<file path="src/sv/prr_pkg.sv">
package prr_pkg;

  // Field widths of the channels.
  localparam int SAMPLE_W   = 24;
  localparam int COEF_W     = 24;
  localparam int PHASE_W    = 4;
  localparam int TAP_W      = 7;
  localparam int UP_W       = 5;
  localparam int DOWN_W     = 8;
  localparam int TAPS_W     = 8;
  localparam int CFG_IDX_W  = 2;
  localparam int CFG_DATA_W = 8;

  // Default sizing of the coefficient store and delay line.
  localparam int MAX_TAPS_DEF = 128;
  localparam int MAX_UP_DEF   = 16;

  // Phase residue and per-sample result limit.
  localparam int RESIDUE_W    = 9;
  localparam int RESULT_CAP   = 16;
  localparam int RESULT_CNT_W = $clog2(RESULT_CAP + 1);

  // Multiply-accumulate arithmetic: Q2.22 coefficient times integer sample.
  localparam int PROD_W    = SAMPLE_W + COEF_W;
  localparam int FRAC_BITS = 22;
  localparam int SAT_MAX   = 8388607;
  localparam int SAT_MIN   = -8388608;

  typedef enum logic {
    REQ_SAMPLE = 1'b0,
    REQ_COEF   = 1'b1
  } req_type_e;

  typedef enum logic [CFG_IDX_W-1:0] {
    REG_UP   = 2'd0,
    REG_DOWN = 2'd1,
    REG_TAPS = 2'd2
  } cfg_reg_e;

  typedef struct packed {
    logic clr;  // drop the running sum
    logic vld;  // coefficient and sample operands are valid this cycle
  } mac_ctrl_t;

endpackage

</file>
<file path="src/sv/prr_mac.sv">
module prr_mac import prr_pkg::*; #(
  parameter int MAX_TAPS = MAX_TAPS_DEF
) (
  input  logic                       clk_i,
  input  logic                       rst_ni,
  input  mac_ctrl_t                  ctrl_i,
  input  logic signed [COEF_W-1:0]   coef_i,
  input  logic signed [SAMPLE_W-1:0] smp_i,
  output logic                       busy_o,
  output logic signed [SAMPLE_W-1:0] result_o
);

  localparam int ACC_W = PROD_W + $clog2(MAX_TAPS + 1);
  localparam logic signed [ACC_W-1:0] HALF = ACC_W'(1) <<< (FRAC_BITS - 1);
  localparam logic signed [ACC_W-1:0] QMAX = ACC_W'(SAT_MAX);
  localparam logic signed [ACC_W-1:0] QMIN = ACC_W'(SAT_MIN);

  logic signed [PROD_W-1:0] prod_q;
  logic                     prod_vld_q;
  logic signed [ACC_W-1:0]  acc_q;
  logic signed [ACC_W-1:0]  rnd;
  logic signed [ACC_W-1:0]  quo;

  // Product stage.
  always_ff @(posedge clk_i or negedge rst_ni) begin
    if (!rst_ni) begin
      prod_vld_q <= 1'b0;
    end else begin
      prod_vld_q <= ctrl_i.vld && !ctrl_i.clr;
    end
  end

  always_ff @(posedge clk_i) begin
    prod_q <= coef_i * smp_i;
  end

  // Accumulate stage.
  always_ff @(posedge clk_i) begin
    if (ctrl_i.clr) begin
      acc_q <= '0;
    end else if (prod_vld_q) begin
      acc_q <= acc_q + ACC_W'(prod_q);
    end
  end

  // Round half up, then clip to the sample range.
  always_comb begin
    rnd = acc_q + HALF;
    quo = rnd >>> FRAC_BITS;
    if (quo > QMAX) begin
      result_o = SAMPLE_W'(QMAX);
    end else if (quo < QMIN) begin
      result_o = SAMPLE_W'(QMIN);
    end else begin
      result_o = quo[SAMPLE_W-1:0];
    end
  end

  assign busy_o = prod_vld_q;

endmodule

</file>
<file path="config.mk">
export PLATFORM = sky130hd
export DESIGN_NAME = prr_mac
export DESIGN_NICKNAME = d
export VERILOG_FILES = /design/src/sv/prr_pkg.sv /design/src/sv/prr_mac.sv
export SDC_FILE = /design/constraint.sdc
export NUM_CORES = 2
export LEC_CHECK = 0
export BUFFER_PORTS_ARGS = -buffer_cell sky130_fd_sc_hd__buf_2
export CAP_MARGIN = 0
export CORE_UTILIZATION = 44
export DETAILED_ROUTE_END_ITERATION = 8
export PLACE_DENSITY = 0.6
export SLEW_MARGIN = 20
export SYNTH_ARGS = -nofsm -noshare
export SYNTH_HDL_FRONTEND = slang
export SYNTH_SLANG_ARGS = --single-unit
</file>
<file path="constraint.sdc">
create_clock -name clk_i -period 7.92 [get_ports clk_i]
set_input_delay 0.396 -clock clk_i [delete_from_list [all_inputs] [get_ports clk_i]]
set_output_delay 0.396 -clock clk_i [all_outputs]
set_load 0.02 [all_outputs]
</file>
==> results.toml <==
[worst_setup_path]
crit_chain = "buf_2, nand2_1, fa_1, fa_1, fa_1, inv_1, fa_1, inv_1, fa_1, inv_1, fa_1, inv_1, fa_1, inv_1, ha_1, nand4_1, nor2_1, o211ai_1, a2111oi_0, a211o_1, o211ai_1, a21o_1, a211o_1, o211ai_1"
worst_path_most_repeated_cell = "fa_1"
critPathBufInv = 6
r2r_cells = 12
cp_data_arrival_time_ps = 7280
path_class = "in2reg"
endpoint_kind = "flip-flop"
cpLargestDelayFamily = "adder cells"
cp_max_fo = 24
cp.depth = 24
max_stage_delay_ps = 590
critPathSlowestCell = "fa_1"
critPathLaunchType = "input port"
r2r_slack_ps = 4290
cp.required_ps = 8200

[hold_path]
hold_class = "in2reg"
hold_depth = 2

[floorplan]
die-area_sq_um = 65100
core_sq_um = 63200
io_pins = 77
dieWidth_um = 255
initial_core_util_pct = 44.6
die_y_um = 255
placementRows = 92

[route]
postRouteAntennaNets = 0
wirelength_um = 71600
drc = 0
vias = 21000
wire_per_inst_um = 17.9
vias_per_cell = 5.24
first_pass_iters = 5
drt_iter0_drc = 1062

[clock_tree]
clkTransAtPathRegs_ps = 70
ctsHoldBuffers = 1
root_buffer = "clkbuf_16"
clock_sinks = 105
cts_made_buffers = 9
clockBufferDepth = 2
insertion_delay_ps = 350
htreeDepth = 3
postCtsSetupBuffers = 0
cts_tree = "built"
ctsResizeCount = 0

[placement]
io_buffers = 76
dpl.hpwl_um = 60000
place_area_sq_um = 29300
place_congestion = 0.897

[yosys]
ys_seq_elements = 105
ys_seq_area_share_pct = 7.47
postSynthCellCount = 3169
synth_area_sq_um = 28200
syn_area_per_cell_sq_um = 8.90
async_flop_share_pct = 0.952
synth_edf_count = 0
synth.distinct_cells = 85
syn-num-nets = 4019
ys_warn_count = 0
ys.flop_type = "dfxtp_1"

[sta]
finalCritPeriodShare_pct = 88.4
slew_headroom_pct = 38.1
maxSlewViolCount = 0
period_minus_slack_ps = 7000
tns_ps = 0
fin_skew_ps = 9.53
setup_viol = 0
hold_viol = 0
rsz0062_at_grt = "false"
timing.fmax_ghz = 0.143
tightest_slew_ps = 928
whs_ps = 277

[global_routing]
globalRouteTotalUtil_pct = 23.3
grt_max_degree = 67
grt_antenna_before_repair = 3
grt_pass1_wl_um = 120000
first_global_vias = 22800
grt-ovfl-total = 0

[layout]
fin_nets = 3995
utilization_pct = 46.8
stdcell_area_sq_um = 29600
syn2layout_area_growth_pct = 4.84
layout-drive-gt1-share_pct = 4.57

[run_status]
status = "finished, final reports clean"

[run]
cap_viol_max_count = 0
[cell families after synthesis]
| logic type | share of synthesized area (%) |
|---|---|
| AND/OR/NAND/NOR | 16.9 |
| multiplexers | 1.14 |
| flip-flops | 7.47 |
| XOR/XNOR | 3.45 |
| adder cells (fa/ha/maj) | 51.6 |
| buffers and inverters | 10.8 |
| AO/OA/AOI/OAI | 8.67 |
[flip-flops by register name, indices dropped and copies added, names as in the netlist]
name    count
acc_q      56
busy_o      1
prod_q     48
[cell usage in the layout, fill, tap and decap left out, drive strengths merged, types with 72 or more instances in the layout]
| master | instances |
|---|---|
| a21oi | 106 |
| and2 | 275 |
| buf | 95 |
| dfxtp | 104 |
| fa | 608 |
| ha | 190 |
| inv | 678 |
| nand2 | 370 |
| nor2 | 105 |
| o21ai | 75 |
| xnor2 | 72 |
[final timing paths]
kind	startpoint	end
hold reg to reg	acc_q[14]	acc_q[14]
hold / removal	ctrl_i[0]	busy_o
max in group asynchronous	rst_ni	busy_o
setup reg to reg	acc_q[0]	acc_q[40]
setup / recovery	smp_i[3]	prod_q[46]
min in group asynchronous	rst_ni	busy_o
[routing by layer]
layer	vias to the layer above	part of all wire (%)	track usage [%]	wire length, um
li1	9671	-	-	-
met3	73	5.4	2.75	3870
met5	-	0.035	0	25
met4	4	1.4	4.59	976
met2	599	48	38.9	34000
met1	10600	46	32.7	32700
[cell usage after synthesis (all sizes together) (3+ instances only)]
cell | instances | area share, %
o31ai | 8 | 0.25
a41oi | 3 | 0.093
a21oi | 106 | 1.9
and2 | 275 | 6.1
nor4 | 6 | 0.13
and3 | 22 | 0.50
nor3 | 29 | 0.55
a31oi | 12 | 0.32
o2111ai | 4 | 0.15
xnor2 | 72 | 2.2
clkbuf | 118 | 1.6
o21a | 14 | 0.37
nand2 | 370 | 4.9
nor4b | 3 | 0.093
o21ai | 75 | 1.3
a2111oi | 5 | 0.24
nand3b | 6 | 0.16
a21boi | 5 | 0.15
nand3 | 44 | 0.78
dfxtp | 104 | 7.4
o211ai | 9 | 0.24
or3 | 7 | 0.17
o22ai | 5 | 0.11
fa | 608 | 43
xor2 | 39 | 1.2
and4 | 9 | 0.28
ha | 190 | 8.4
or2 | 5 | 0.11
a211o | 10 | 0.32
nand2b | 18 | 0.40
a311o | 6 | 0.21
nand4 | 20 | 0.44
nor2 | 105 | 1.4
a31o | 3 | 0.093
inv | 675 | 9.0
mux2i | 31 | 1.1
nor2b | 24 | 0.53
a211oi | 26 | 0.75
buf | 13 | 0.25
a221oi | 6 | 0.21
a21o | 34 | 0.91
o21bai | 16 | 0.43
[area by class of cell]
class	count	area (sq um)
inverter	675	2530
sequential	105	2110
antenna	1	2.50
clock inverter	5	45.0
timing repair buffer	96	533
multi-input combinational	2258	23000
clock buffer	10	239
fill	6104	33600
tap	846	1060
[worst reg2reg max path: stages (launching register included)]
cell and delay, ps:
dfxtp_1 340, ha_1 210, inv_1 70, fa_1 410
nand2b_1 200, a211oi_2 240, o2111ai_1 330, a211oi_1 450
o21ai_1 220, a211oi_1 520, a21oi_1 170, xor2_1 200
o22ai_1 120
[metrics by stage]
stage / std cells / setup WS, ps
detailed placement: 3979 / 597
global route: 3996 / 461
floorplan: 3169 / 1180
global placement: 3979 / 679
CTS: 3995 / 953
finish: 3996 / 917
Power is not shown: default switching activity piles up to over one toggle a cycle in this logic, so the estimate is an artifact.
